[src/sv/lpg_pkg.sv]
// ---------------------------------------------------------------------------
// lpg_pkg: shared types and constants of the line pixel generator
// Segment and pixel payloads, the classified line descriptor and the
// sizing of the descriptor queue.
// ---------------------------------------------------------------------------
package lpg_pkg;

	localparam int COORD_BITS  = 6;
	localparam int COLOUR_BITS = 24;

	// Descriptor queue sizing (depth is a power of two so pointers wrap)
	localparam int QUEUE_DEPTH = 2;
	localparam int QPTR_W      = (QUEUE_DEPTH > 1) ? $clog2(QUEUE_DEPTH) : 1;
	localparam int QCNT_W      = $clog2(QUEUE_DEPTH + 1);

	typedef logic [COORD_BITS-1:0]  coord_t;
	typedef logic [COORD_BITS:0]    err_t;
	typedef logic [COLOUR_BITS-1:0] colour_t;

	// One input transfer: a line segment
	typedef struct packed {
		coord_t  start_x;
		coord_t  start_y;
		coord_t  end_x;
		coord_t  end_y;
		colour_t colour;
	} segment_t;

	// One output transfer: a pixel
	typedef struct packed {
		coord_t  pixel_x;
		coord_t  pixel_y;
		colour_t pixel_colour;
		logic    last_pixel;
	} pixel_t;

	// Classified line, ready for stepping
	typedef struct packed {
		coord_t  start_x;
		coord_t  start_y;
		coord_t  major_delta;
		coord_t  minor_delta;
		logic    x_negative;
		logic    y_negative;
		logic    x_major;
		colour_t colour;
	} line_desc_t;

	// Queue to stepper handshake
	typedef struct packed {
		logic       valid;
		line_desc_t desc;
	} desc_flow_t;

	// Stepper status seen by the top level
	typedef struct packed {
		logic active;
		logic pop;
	} back_status_t;

endpackage

[src/sv/lpg_front.sv]
// ---------------------------------------------------------------------------
// lpg_front: segment classifier
// Computes absolute deltas, step directions and the major axis of an
// incoming segment and forms the line descriptor.
// ---------------------------------------------------------------------------
module lpg_front (
	input  lpg_pkg::segment_t   seg,
	output lpg_pkg::line_desc_t desc
);

	logic           x_pos;
	logic           y_pos;
	lpg_pkg::coord_t adx;
	lpg_pkg::coord_t ady;
	logic           x_major;

	// Compare endpoints and take absolute deltas
	always_comb begin
		x_pos   = seg.end_x > seg.start_x;
		y_pos   = seg.end_y > seg.start_y;
		adx     = x_pos ? seg.end_x - seg.start_x : seg.start_x - seg.end_x;
		ady     = y_pos ? seg.end_y - seg.start_y : seg.start_y - seg.end_y;
		x_major = adx > ady;
	end

	// Build the descriptor; a zero delta counts as a negative direction
	always_comb begin
		desc.start_x     = seg.start_x;
		desc.start_y     = seg.start_y;
		desc.major_delta = x_major ? adx : ady;
		desc.minor_delta = x_major ? ady : adx;
		desc.x_negative  = ~x_pos;
		desc.y_negative  = ~y_pos;
		desc.x_major     = x_major;
		desc.colour      = seg.colour;
	end

endmodule

[src/sv/lpg_queue.sv]
// ---------------------------------------------------------------------------
// lpg_queue: line descriptor queue
// Short FIFO that decouples the classifier from the pixel stepper.
// ---------------------------------------------------------------------------
module lpg_queue (
	input  logic                 clk,
	input  logic                 arst_n,
	input  logic                 push,
	input  lpg_pkg::line_desc_t  wr_desc,
	output logic                 full,
	input  logic                 pop,
	output lpg_pkg::desc_flow_t  rd,
	output logic [lpg_pkg::QCNT_W-1:0] count
);

	lpg_pkg::line_desc_t             mem_q [lpg_pkg::QUEUE_DEPTH];
	logic [lpg_pkg::QPTR_W-1:0]      wr_ptr_q;
	logic [lpg_pkg::QPTR_W-1:0]      rd_ptr_q;
	logic [lpg_pkg::QCNT_W-1:0]      count_q;

	assign full     = count_q == lpg_pkg::QCNT_W'(lpg_pkg::QUEUE_DEPTH);
	assign rd.valid = count_q != '0;
	assign rd.desc  = mem_q[rd_ptr_q];
	assign count    = count_q;

	// Store pushed descriptors
	always_ff @(posedge clk) begin
		if (push) begin
			mem_q[wr_ptr_q] <= wr_desc;
		end
	end

	// Advance pointers and occupancy
	always_ff @(posedge clk or negedge arst_n) begin
		if (!arst_n) begin
			wr_ptr_q <= '0;
			rd_ptr_q <= '0;
			count_q  <= '0;
		end else begin
			if (push) begin
				wr_ptr_q <= wr_ptr_q + 1'b1;
			end
			if (pop) begin
				rd_ptr_q <= rd_ptr_q + 1'b1;
			end
			case ({push, pop})
				2'b10:   count_q <= count_q + 1'b1;
				2'b01:   count_q <= count_q - 1'b1;
				default: count_q <= count_q;
			endcase
		end
	end

endmodule

[src/sv/lpg_back.sv]
// ---------------------------------------------------------------------------
// lpg_back: pixel stepper
// Walks one line descriptor at a time with the Bresenham error term and
// emits one pixel per cycle into an output register while pix_ready does not stall it.
// ---------------------------------------------------------------------------
module lpg_back (
	input  logic                  clk,
	input  logic                  arst_n,
	input  lpg_pkg::desc_flow_t   rd,
	output lpg_pkg::back_status_t status,
	output logic                  pix_valid,
	input  logic                  pix_ready,
	output lpg_pkg::pixel_t       pix
);

	logic            active_q;
	lpg_pkg::coord_t cur_x_q;
	lpg_pkg::coord_t cur_y_q;
	lpg_pkg::err_t   err_q;
	lpg_pkg::coord_t steps_q;
	lpg_pkg::coord_t major_q;
	lpg_pkg::coord_t minor_q;
	logic            x_neg_q;
	logic            y_neg_q;
	logic            x_major_q;
	lpg_pkg::colour_t colour_q;

	logic            pix_valid_q;
	lpg_pkg::pixel_t pix_q;

	logic            emit;
	logic            last;
	logic            pop;
	lpg_pkg::err_t   err_sum;
	logic            minor_step;
	lpg_pkg::err_t   err_next;
	lpg_pkg::coord_t x_next;
	lpg_pkg::coord_t y_next;
	logic            step_x;
	logic            step_y;

	// Emit when a line is live and the output register is free or draining
	assign emit = active_q && (!pix_valid_q || pix_ready);
	assign last = steps_q == '0;
	assign pop  = rd.valid && (!active_q || (emit && last));

	// Error update and coordinate steps for the next pixel
	always_comb begin
		err_sum    = err_q + lpg_pkg::err_t'(minor_q);
		minor_step = err_sum >= lpg_pkg::err_t'(major_q);
		err_next   = minor_step ? err_sum - lpg_pkg::err_t'(major_q) : err_sum;
		step_x     = x_major_q || minor_step;
		step_y     = !x_major_q || minor_step;
		x_next     = cur_x_q;
		y_next     = cur_y_q;
		if (step_x) begin
			x_next = x_neg_q ? cur_x_q - 1'b1 : cur_x_q + 1'b1;
		end
		if (step_y) begin
			y_next = y_neg_q ? cur_y_q - 1'b1 : cur_y_q + 1'b1;
		end
	end

	// Control: load a new line, finish on its last pixel
	always_ff @(posedge clk or negedge arst_n) begin
		if (!arst_n) begin
			active_q <= 1'b0;
		end else if (pop) begin
			active_q <= 1'b1;
		end else if (emit && last) begin
			active_q <= 1'b0;
		end
	end

	// Line state: load from the queue or advance one step
	always_ff @(posedge clk) begin
		if (pop) begin
			cur_x_q   <= rd.desc.start_x;
			cur_y_q   <= rd.desc.start_y;
			err_q     <= lpg_pkg::err_t'(rd.desc.major_delta >> 1);
			steps_q   <= rd.desc.major_delta;
			major_q   <= rd.desc.major_delta;
			minor_q   <= rd.desc.minor_delta;
			x_neg_q   <= rd.desc.x_negative;
			y_neg_q   <= rd.desc.y_negative;
			x_major_q <= rd.desc.x_major;
			colour_q  <= rd.desc.colour;
		end else if (emit && !last) begin
			cur_x_q <= x_next;
			cur_y_q <= y_next;
			err_q   <= err_next;
			steps_q <= steps_q - 1'b1;
		end
	end

	// Output register valid
	always_ff @(posedge clk or negedge arst_n) begin
		if (!arst_n) begin
			pix_valid_q <= 1'b0;
		end else if (emit) begin
			pix_valid_q <= 1'b1;
		end else if (pix_ready) begin
			pix_valid_q <= 1'b0;
		end
	end

	// Output register payload
	always_ff @(posedge clk) begin
		if (emit) begin
			pix_q.pixel_x      <= cur_x_q;
			pix_q.pixel_y      <= cur_y_q;
			pix_q.pixel_colour <= colour_q;
			pix_q.last_pixel   <= last;
		end
	end

	assign pix_valid     = pix_valid_q;
	assign pix           = pix_q;
	assign status.active = active_q;
	assign status.pop    = pop;

endmodule

[src/sv/line_pixel_generator_top.sv]
// ---------------------------------------------------------------------------
// line_pixel_generator_top: Bresenham line pixel generator
// Takes line segments and emits every pixel of each line in drawing order,
// flagging the final pixel.
// ---------------------------------------------------------------------------
//  channel   signals                          payload
//  segment   seg_valid / seg_ready / seg      start_x, start_y, end_x, end_y, colour
//  pixel     pix_valid / pix_ready / pix      pixel_x, pixel_y, pixel_colour, last_pixel
//
//  A line of major delta D gives D+1 pixels (1 to 64 here) at one pixel per
//  cycle from the stepper while pix_ready does not stall it; after the stepper
//  has been idle, the first line is loaded from the queue before its first pixel.
//  Segments are classified on entry and held in a two-entry queue; seg_ready
//  is low only while that queue is full.
//  A stalled pix_ready holds the output register and the stepper.
//  Reset is asynchronous and clears queue, stepper and output valid.
// ---------------------------------------------------------------------------
module line_pixel_generator_top (
	input  logic              clk,
	input  logic              arst_n,
	input  logic              seg_valid,
	output logic              seg_ready,
	input  lpg_pkg::segment_t seg,
	output logic              pix_valid,
	input  logic              pix_ready,
	output lpg_pkg::pixel_t   pix
);

	lpg_pkg::line_desc_t         front_desc;
	lpg_pkg::desc_flow_t         q_rd;
	lpg_pkg::back_status_t       back_status;
	logic                        q_full;
	logic                        q_push;
	logic [lpg_pkg::QCNT_W-1:0]  q_count;

	assign seg_ready = !q_full;
	assign q_push    = seg_valid && seg_ready;

	// Classify segments
	lpg_front u_front (
		.seg  (seg),
		.desc (front_desc)
	);

	// Buffer descriptors between classifier and stepper
	lpg_queue u_queue (
		.clk     (clk),
		.arst_n  (arst_n),
		.push    (q_push),
		.wr_desc (front_desc),
		.full    (q_full),
		.pop     (back_status.pop),
		.rd      (q_rd),
		.count   (q_count)
	);

	// Step out pixels
	lpg_back u_back (
		.clk       (clk),
		.arst_n    (arst_n),
		.rd        (q_rd),
		.status    (back_status),
		.pix_valid (pix_valid),
		.pix_ready (pix_ready),
		.pix       (pix)
	);

	// Queue occupancy never exceeds its depth
	a_queue_bound: assert property (@(posedge clk) disable iff (!arst_n)
		q_count <= lpg_pkg::QCNT_W'(lpg_pkg::QUEUE_DEPTH))
		else $error("descriptor queue overflow");

	// The stepper only pops an occupied queue
	a_pop_nonempty: assert property (@(posedge clk) disable iff (!arst_n)
		back_status.pop |-> q_count != '0)
		else $error("pop from empty descriptor queue");

	// A pixel that is not the last one leaves the stepper still on its line
	a_line_continues: assert property (@(posedge clk) disable iff (!arst_n)
		pix_valid && pix_ready && !pix.last_pixel |-> back_status.active)
		else $error("line ended before its last pixel");

	// The stepper is never active without having loaded a line
	a_active_from_pop: assert property (@(posedge clk) disable iff (!arst_n)
		$rose(back_status.active) |-> $past(back_status.pop))
		else $error("stepper started without a descriptor");

endmodule
[config.mk]
export PLATFORM = sky130hd
export DESIGN_NAME = line_pixel_generator_top
export DESIGN_NICKNAME = d
export VERILOG_FILES = /design/src/sv/lpg_pkg.sv /design/src/sv/lpg_front.sv /design/src/sv/lpg_queue.sv /design/src/sv/lpg_back.sv /design/src/sv/line_pixel_generator_top.sv
export SDC_FILE = /design/constraint.sdc
export NUM_CORES = 1
export LEC_CHECK = 0
export BUFFER_PORTS_ARGS = -buffer_cell sky130_fd_sc_hd__buf_2
export CORE_MARGIN = 3
export CORE_UTILIZATION = 40
export CTS_BUF_LIST = sky130_fd_sc_hd__clkbuf_4 sky130_fd_sc_hd__clkbuf_8 sky130_fd_sc_hd__clkbuf_16
export CTS_CLUSTER_SIZE = 40
export DETAILED_ROUTE_END_ITERATION = 12
export GPL_TIMING_DRIVEN = 0
export PLACE_DENSITY = 0.58
export RECOVER_POWER = 50
export SYNTH_ARGS = -nofsm -noshare
export SYNTH_HDL_FRONTEND = slang
export SYNTH_SLANG_ARGS = --single-unit
export TNS_END_PERCENT = 30
[constraint.sdc]
create_clock -name clk -period 3.7 [get_ports clk]
set_clock_uncertainty 0.15 [all_clocks]
set_input_delay 0.185 -clock clk [delete_from_list [all_inputs] [get_ports clk]]
set_output_delay 0.185 -clock clk [all_outputs]
set_load 0.005 [all_outputs]
# == Word level (Yosys, flattened, before mapping) ==
# Memories as Yosys holds them, arrays and structs flattened.
# Cells that the tools add are included.
# op_classes
n_mux,24
n_lt_le_gt_ge,4
eq_ne,3
n_bitwise,2
reduce_logical,24
n_addsub,15
# op_table
operator,count
6-bit two-way mux,14
6-bit subtractor,4
6-bit > comparator,3
6-bit by 1-bit subtractor with 6-bit output (second input constant),3
2-bit nonzero test,7
6-bit by 1-bit adder with 6-bit output (second input constant),2
5-bit two-way mux,2
7-bit by 6-bit adder with 7-bit output,1
7-bit by 6-bit greater-or-equal comparator with 1-bit output,1
7-bit two-way mux,1
7-bit by 6-bit subtractor with 7-bit output,1
6-bit logical NOT,1
1-bit two-way mux,6
1-bit logical AND,5
1-bit logical NOT,5
2-bit equality test (second input constant),2
1-bit logical OR,4
2-bit case mux with 2 select lines,1
2-bit AND reduction,2
1-bit adder (second input constant),2
2-bit by 1-bit adder with 2-bit output (second input constant),1
2-bit by 1-bit equality test with 1-bit output (second input constant),1
1-bit NOT,2
2-bit by 1-bit subtractor with 2-bit output (second input constant),1
# word_totals
reg_bits,107
ramBits,102
n_memories,1
output_inout_bits,39
inputBits,52
# mem_list
name,depth,word_bits,rd,rd_clocked_by_memory_dff,wr,line_no,rtl
u_queue.mem_q,2,51,1,0,1,lpg_queue.sv:16,lpg_pkg::line_desc_t mem_q [lpg_pkg::QUEUE_DEPTH];

# == Longest topological paths before layout ==
# Gate-level depths: netlist of the first run.
# logic_depth
depth_word,8
depth_mapped,18

# == Modules after synthesis ==
# A second synthesis of the first run with hierarchy kept.
# unflattened
cells_unflattened,684
area_unflattened_um2,10193.5
# by_module_without_submodules
module,seq_area_each_um2,instances,cells_each,area_per_inst_um2
lpg_back,3062.9,1,322,4595.7
lpg_queue,3163.0,1,175,4119.0
lpg_front,0.0,1,185,1468.9
line_pixel_generator_top,0.0,1,2,10.0

# == Worst setup path after synthesis of the first run ==
# OpenSTA, ideal clock, no wires.
# synth_timing
path_kind,input-to-reg
from,in seg[24] (netlist name)
to,mem u_queue.mem_q[0][35] (netlist name) (data pin)
arrival_time_ps,3197
n_path_buf,1
setup_time_ps,273
slack_ps,80
required_time_ps,3277
stages,17
path_cell_list,inv_1 ha_1 inv_1 fa_1 a211oi_2 o21ai_2 and3_4 nor4b_4 xnor2_1 inv_1 ha_1 nand3_1 o22ai_1 nor3_1 nor2_1 buf_2 o21ai_0
# synth_rtl
item,line_no,rtl
start: declaration,line_pixel_generator_top.sv:23,"input lpg_pkg::segment_t seg,"
end: declaration,lpg_queue.sv:16,

==> results.md, run 1 <==
* Initial Util at 0.414
* Cells after Synth at 644
* Max-cap check violation count at 0
* CP Cell Sequence: buf_2 > inv_1 > ha_1 > inv_1 > fa_1 > a211oi_2 > o21ai_2 > and3_4 > nor4b_4 > xnor2_2 > inv_1 > ha_1 > nand3_1 > o22ai_1 > nor3_1 > nor2_2 > buf_4 > mux2_2
* Core area at 23000 µm²
* Die Wd at 160 µm
* Fill cells at around 2000
* Slew @ Worst Pin at 1380 ps
* N_diodes at 0
* Sink Count at 209
* Clock tree buffer depth at 3
* Slowest CP cell: fa_1
* Final period utilization at 0.956
* Min cycle time layout at 3540 ps
* Yosys cell types at 50
* Worst endpoint required time at between 3000 and 4000 ps
* Area Overhead vs Synth at 21.7%
* Total gr overflow at 0
* Rel. slew slack at 0.0820
* Synth top area cells: edfxtp_1 63%, ha_1 6.7%, mux2_2 4.9%
* Die extent in y at 160 µm
* Number of synthesized flops with an enable pin at 201
* Via density at 4.87
* Worst VDD drop at 361 µV
* Die area at 25700 µm²
* GPL Wtd Cong at 0.919
* Clock tree from TritonCTS: done
* Worst EP arrival at 3620 ps
* CP delay by family, top: simple AND/OR/NAND/NOR gates
* Vias in the first global route at approximately 5700
* Total clock buffers created by CTS at 21
* Pwr Total at about 8.6 mW
* Syn Nets at 755
* Syn. warnings at 0
* Most frequent CP cell: inv_1
* Per-cell routed wire length at 16.1 µm
* Worst Path Buf+Inv at 5
* Initial drt markers at around 190
* Fin. Hold Viols at 0
* # DRC at 0
* Fin Hold WS at 163 ps
* Leakage at 4.46 nW
* Commonest cells after routing, fill and taps aside: 201 x edfxtp_1, 66 x inv_1, 59 x clkbuf_1
* Run status: finished clean
* Setup TNS at 0 ps
* Critical Path End Type: flip-flop
* Top Ports at 91
* Largest net degree at the start of global routing at 28
* Clk_lat worst skew at 490 ps
* PortBufs at 90
* Clock root cell: clkbuf_16
* Rows at 55
* Synth top area share at 0.635
* Total GRT Usage at 0.141
* H-tree Lvls at 1
* Fraction of final layout cells with drive strength greater than 1 at 0.174
* Mean Syn Cell Area at 14.8 µm²
* Crit Path Max Fanout at 5
* Final core utilization at 0.503
* Fin nets at 918
* DP HPWL at 13.1 mm
* Post-Syn Area at about 9500 µm²
* Commonest non-fill, non-tap cell in the layout: edfxtp_1
* Setup violation total in the final timing report at 0
* Routed WL at 18.3 mm
* FF+latch count, synth at approximately 210
* Top FF cell, synth: edfxtp_1
* First-pass GRT wire length at 29.4 mm
* Reg clk slew, reported paths at approximately 60 ps
* Startpoint Class: input port
* FMAX at 283 MHz
* DR pass1 iterations at 4
* CP peak stage delay at 420 ps
* Placed Cells at 1051
* Vias at approximately 5500
* Antenna Nets Post-Route at 0
* Sequential share of the synthesized area at 0.655
* PwrDens at about 740 nW/µm²
* Ys async rst share at 0.0287
* Type of the tightest min-delay check: in2reg
* Post-Layout Cell Count at roughly 1100
* Slew Viols, Final at 0
* Largest area contributor in the netlist: edfxtp_1
* Initial antenna violation count at 0
* CP Class: in2reg
-- synth_stat cells (2+ instances only) --
cell,instances
a21o_1,15
nor2_1,26
o21ai_2,2
xor2_1,3
nand3_1,4
clkbuf_1,6
a211oi_1,7
ha_1,51
o22a_1,2
o21bai_1,5
dfxtp_1,2
nor2b_1,12
edfxtp_1,201
o21ai_1,4
buf_2,2
and3_1,2
mux2i_1,24
a311oi_1,2
or2_2,2
buf_6,2
nand2_1,18
mux2_2,41
nand4_1,5
o21a_1,2
inv_1,67
xnor2_1,29
nand2b_1,4
a21boi_1,2
nor4b_4,2
fa_1,8
buf_1,5
o21ai_0,18
o22ai_1,2
and3_4,2
dfrtp_1,6
nor3_1,6
a21oi_1,40
-- state kept, by name (all words and copies together) (netlist names), 2 cells and up --
signal / cells
u_queue.mem_q: 102
u_back.pix: 37
u_back.colour_q: 24
u_back.err_q: 7
u_back.cur_x_q: 6
u_back.cur_y_q: 6
u_back.major_q: 6
u_back.minor_q: 6
u_back.steps_q: 6
u_queue.count: 2
-- layer usage --
layer / GRT usage / vias to the layer above / wire [µm]
met5: 0 / - / 0
met4: 0.0469 / 0 / 461
met3: 0.0233 / 33 / 891
met2: 0.238 / 139 / 8670
met1: 0.186 / 2652 / 8240
li1: - / 2700 / -
-- path summary, 6_finish.rpt --
kind                                               start                              to  slack, ps  cells past startpoint
setup / recovery                                 seg[24]  u_queue.mem_q[0][30]$_DFFE_PP_        160                     18
hold / removal                                   seg[36]  u_queue.mem_q[0][33]$_DFFE_PP_        160                      3
setup reg to reg             u_back.minor_q[0]$_DFFE_PP_     u_back.cur_y_q[1]$_DFFE_PP_        300                     14
hold reg to reg            u_back.colour_q[20]$_DFFE_PP_        u_back.pix[21]$_DFFE_PP_        270                      0
max in group asynchronous                         arst_n    u_back.pix_valid$_DFFE_PN0P_       2560                      3
min in group asynchronous                         arst_n    u_queue.rd_ptr_q$_DFFE_PN0P_        580                      3
-- worst min-delay path, stage by stage --
cell and delay (ps):
buf_2 120, ha_1 220, mux2i_1 110
-- logic make-up after synthesis --
group | after synthesis | share of synthesized area
adder cells (fa/ha/maj) | 59 | 0.0840
multiplexers | 65 | 0.0738
flip-flops | 209 | 0.655
buffers and inverters | 82 | 0.0342
AND/OR/NAND/NOR | 85 | 0.0478
XOR/XNOR | 32 | 0.0295
AO/OA/AOI/OAI | 112 | 0.0758
-- cell type report --
cell class | instances | area, µm² | area share
Inverter | 67 | 251 | 0.0217
Sequential cell | 209 | 6230 | 0.538
Timing Repair Buffer | 140 | 920 | 0.0795
Multi-Input combinational cell | 353 | 2990 | 0.259
Clock inverter | 10 | 123 | 0.0106
Buffer | 15 | 76.3 | 0.00660
Clock buffer | 28 | 584 | 0.0505
Tap cell | 313 | 392 | 0.0339
-- per-stage QoR --
| step | setup slack, ps | cell area, µm² |
|---|---|---|
| 6_report | 163 | 11600 |
| 5_1_grt | -14.8 | 11600 |
| 4_1_cts | 50.6 | 11600 |
| 3_5_place_dp | -671 | 10400 |
| 3_3_place_gp | -1200 | 10300 |
| 2_1_floorplan | 79.9 | 9510 |
-- power by group --
group	switching, mW	internal [mW]
clock	0.828	1.32
sequential	0.189	3.40
combinational	1.53	1.30
-- repair_timing --
action                                  4_1_cts  5_1_grt
endpoints found under the setup margin       26       34
buffers inserted                              0        6
gates cloned                                  0        0
gates resized for setup                       4        7
hold endpoints to repair                     80        0
hold buffers                                 40        0
pin swaps                                     0        1
No activity file was read; power rests on OpenSTA's default activity.
==> inputs of run 2 (changes only) <==
- CELL_PAD_IN_SITES_DETAIL_PLACEMENT: unset -> 1
- CELL_PAD_IN_SITES_GLOBAL_PLACEMENT: unset -> 2
- PLACE_DENSITY: 0.58 -> 0.75
==> results.md, run 2 (synthesized netlist as in run 1, its figures left out) <==
* Run status: complete, but fails checks
* Failing checks: capacitance limit, slew limit
* Min cycle time layout at 3530 ps (-6.90 ps)
* Startpoint Class: input port
* Vias at 5621 (+1.8%)
* Fin nets at 917 (-0.11%)
* Initial antenna violation count at 0 (unchanged)
* Max FFs per register at 102 (unchanged)
* PwrDens at 743 nW/µm² (+0.42%)
* DP HPWL at 15.0 mm (+15%)
* Leakage at 4.41 nW (-1.1%)
* Slew @ Worst Pin at 2050 ps (+673 ps)
* H-tree Lvls at 1 (unchanged)
* Total GRT Usage at 0.161 (+0.0198)
* Routed WL at 20.7 mm (+13%)
* Initial drt markers at 288 (+53%)
* Worst Path Buf+Inv at 5 (unchanged)
* Met1 wire length at 9.03 mm (+9.7%)
* Clock tree buffer depth at 3 (unchanged)
* Critical Path End Type: flip-flop
* Biggest register: u_queue.mem_q
* Rows at 55 (unchanged)
* N_diodes at 0 (unchanged)
* Crit Path Max Fanout at 5 (unchanged)
* Max-cap check violation count at 1 (+1)
* Fin. Hold Viols at 0 (unchanged)
* Commonest non-fill, non-tap cell in the layout: edfxtp_1
* Met3 Wirelength at 765 µm (-14%)
* Worst EP arrival at 3620 ps (about the same)
* Final period utilization at 0.954 (-0.00187)
* Sink Count at 209 (unchanged)
* Worst VDD drop at 309 µV (-14%)
* Total gr overflow at 0 (unchanged)
* Fraction of final layout cells with drive strength greater than 1 at 0.163 (-0.0108)
* Uppermost routed layer: met4
* Die area at 25700 µm² (unchanged)
* Type of the tightest min-delay check: in2reg
* Die extent in y at 160 µm (unchanged)
* Clock tree from TritonCTS: done
* CP delay by family, top: adder cells
* Area Overhead vs Synth at 21.0%
* # DRC at 0 (unchanged)
* First-pass GRT wire length at 33.1 mm (+13%)
* DR pass1 iterations at 4 (unchanged)
* Total clock buffers created by CTS at 23 (+9.5%)
* Per-cell routed wire length at 18.2 µm (+13%)
* Placed Cells at 1052 (+0.095%)
* Antenna Nets Post-Route at 0 (unchanged)
* Cell area after placement at 10500 µm² (+0.26%)
* R2R Setup Slk at 260 ps (-40 ps)
* Design area at 11500 µm² (-0.55%)
* Clock root cell: clkbuf_16
* Top Ports at 91 (unchanged)
* Initial Util at 0.414 (unchanged)
* Vias in the first global route at 6113 (+6.8%)
* Setup violation total in the final timing report at 0 (unchanged)
* Slowest CP cell: fa_1
* GPL Wtd Cong at 0.824 (-10%)
* CP Cell Sequence: buf_2 > inv_1 > ha_1 > inv_1 > fa_1 > a211oi_2 > o21ai_2 > and3_4 > nor4b_4 > xnor2_1 > inv_1 > ha_1 > nand3_1 > o22ai_1 > nor3_1 > nor2_2 > buf_4 > mux2_2
* Clk_lat worst skew at 510 ps (+20 ps)
* Worst endpoint required time at 3790 ps (about the same)
* Via density at 4.96 (+1.8%)
* PortBufs at 90 (unchanged)
* CP peak stage delay at 430 ps (about the same)
* Reg clk slew, reported paths at 60 ps (about the same)
* CP Class: in2reg
* Rel. slew slack at -0.367 (-0.449)
* Post-Layout Cell Count at 1134 (-0.088%)
* Most frequent CP cell: inv_1
* Met2 WL post-DR at 10.4 mm (+20%)
* Slew Viols, Final at 34 (+34)
* Die Wd at 160 µm (unchanged)
* Fill cells at 2374 (+18%)
* Largest net degree at the start of global routing at 36 (+29%)
* Commonest cells after routing, fill and taps aside: 201 x edfxtp_1, 66 x inv_1, 64 x clkbuf_1
* FMAX at 283 MHz (+0.20%)
* Pwr Total at 8.55 mW (-0.14%)
* Core area at 23000 µm² (unchanged)
## run 2: changes by cell type in the layout (fill, tap and decap cells not counted), moves of 3 or more
cell,previous run,this run
clkbuf_1,59,64
buf_2,39,35
bufinv_16,3,0
buf_4,7,3
## run 2: worst reg2reg max path, delay by kind of cell (launching register included)
family	cells	cell delay, ps
flip-flops	1	330
AO/OA/AOI/OAI	5	1030
buffers and inverters	3	350
AND/OR/NAND/NOR	3	360
adder cells (fa/ha/maj)	3	920
## run 2: layer usage
layer | track usage | vias up
li1 | - | 2690
met5 | 0 | -
met2 | 0.285 | 121
met3 | 0.0223 | 31
met4 | 0.0383 | 0
met1 | 0.209 | 2779
## run 2: path summary, 6_finish.rpt
kind,startpoint,endpoint,cells past startpoint
max in group asynchronous,arst_n,u_queue.wr_ptr_q$_DFFE_PN0P_,3
hold / removal,seg[36],u_queue.mem_q[0][33]$_DFFE_PP_,3
hold reg to reg,u_back.colour_q[20]$_DFFE_PP_,u_back.pix[21]$_DFFE_PP_,0
setup reg to reg,u_back.err_q[0]$_DFFE_PP_,u_back.cur_y_q[1]$_DFFE_PP_,14
setup / recovery,seg[24],u_queue.mem_q[1][29]$_DFFE_PP_,18
min in group asynchronous,arst_n,u_queue.rd_ptr_q$_DFFE_PN0P_,3
## run 2: stage by stage
step           hold slack, ps  setup TNS (ps)  setup slack, ps   util
2_1_floorplan            -261               0             79.9      -
3_3_place_gp             -119          -72270            -1200  0.450
3_5_place_dp             -118          -16480             -776  0.456
4_1_cts                   148               0             7.41  0.503
5_1_grt                   194           -48.6            -16.3  0.500
6_report                  159               0              170  0.500
## run 2: power breakdown
part           internal (mW)  switching [mW]  leakage, nW
clock                   1.19           0.864        0.340
sequential              3.40           0.201         1.96
combinational           1.28            1.62         2.11
total                   5.87            2.68         4.41
## run 2: area by class of cell
class	instances	area [µm²]	share of cell area
timing repair buffer	137	896	0.0779
buffer	15	76.3	0.00664
sequential	209	6230	0.541
clock inverter	10	50.0	0.00435
inverter	67	251	0.0219
multi-input combinational	353	2980	0.259
tap	313	392	0.0340
clock buffer	30	628	0.0546
## run 2: what timing repair did
| action | CTS | global route |
|---|---|---|
| hold endpoints to repair | 80 | 0 |
| buffers inserted | 0 | 2 |
| hold buffers | 40 | 0 |
| resized for setup | 6 | 4 |
| pin swaps | 0 | 2 |
| endpoints found under the setup margin | 26 | 36 |
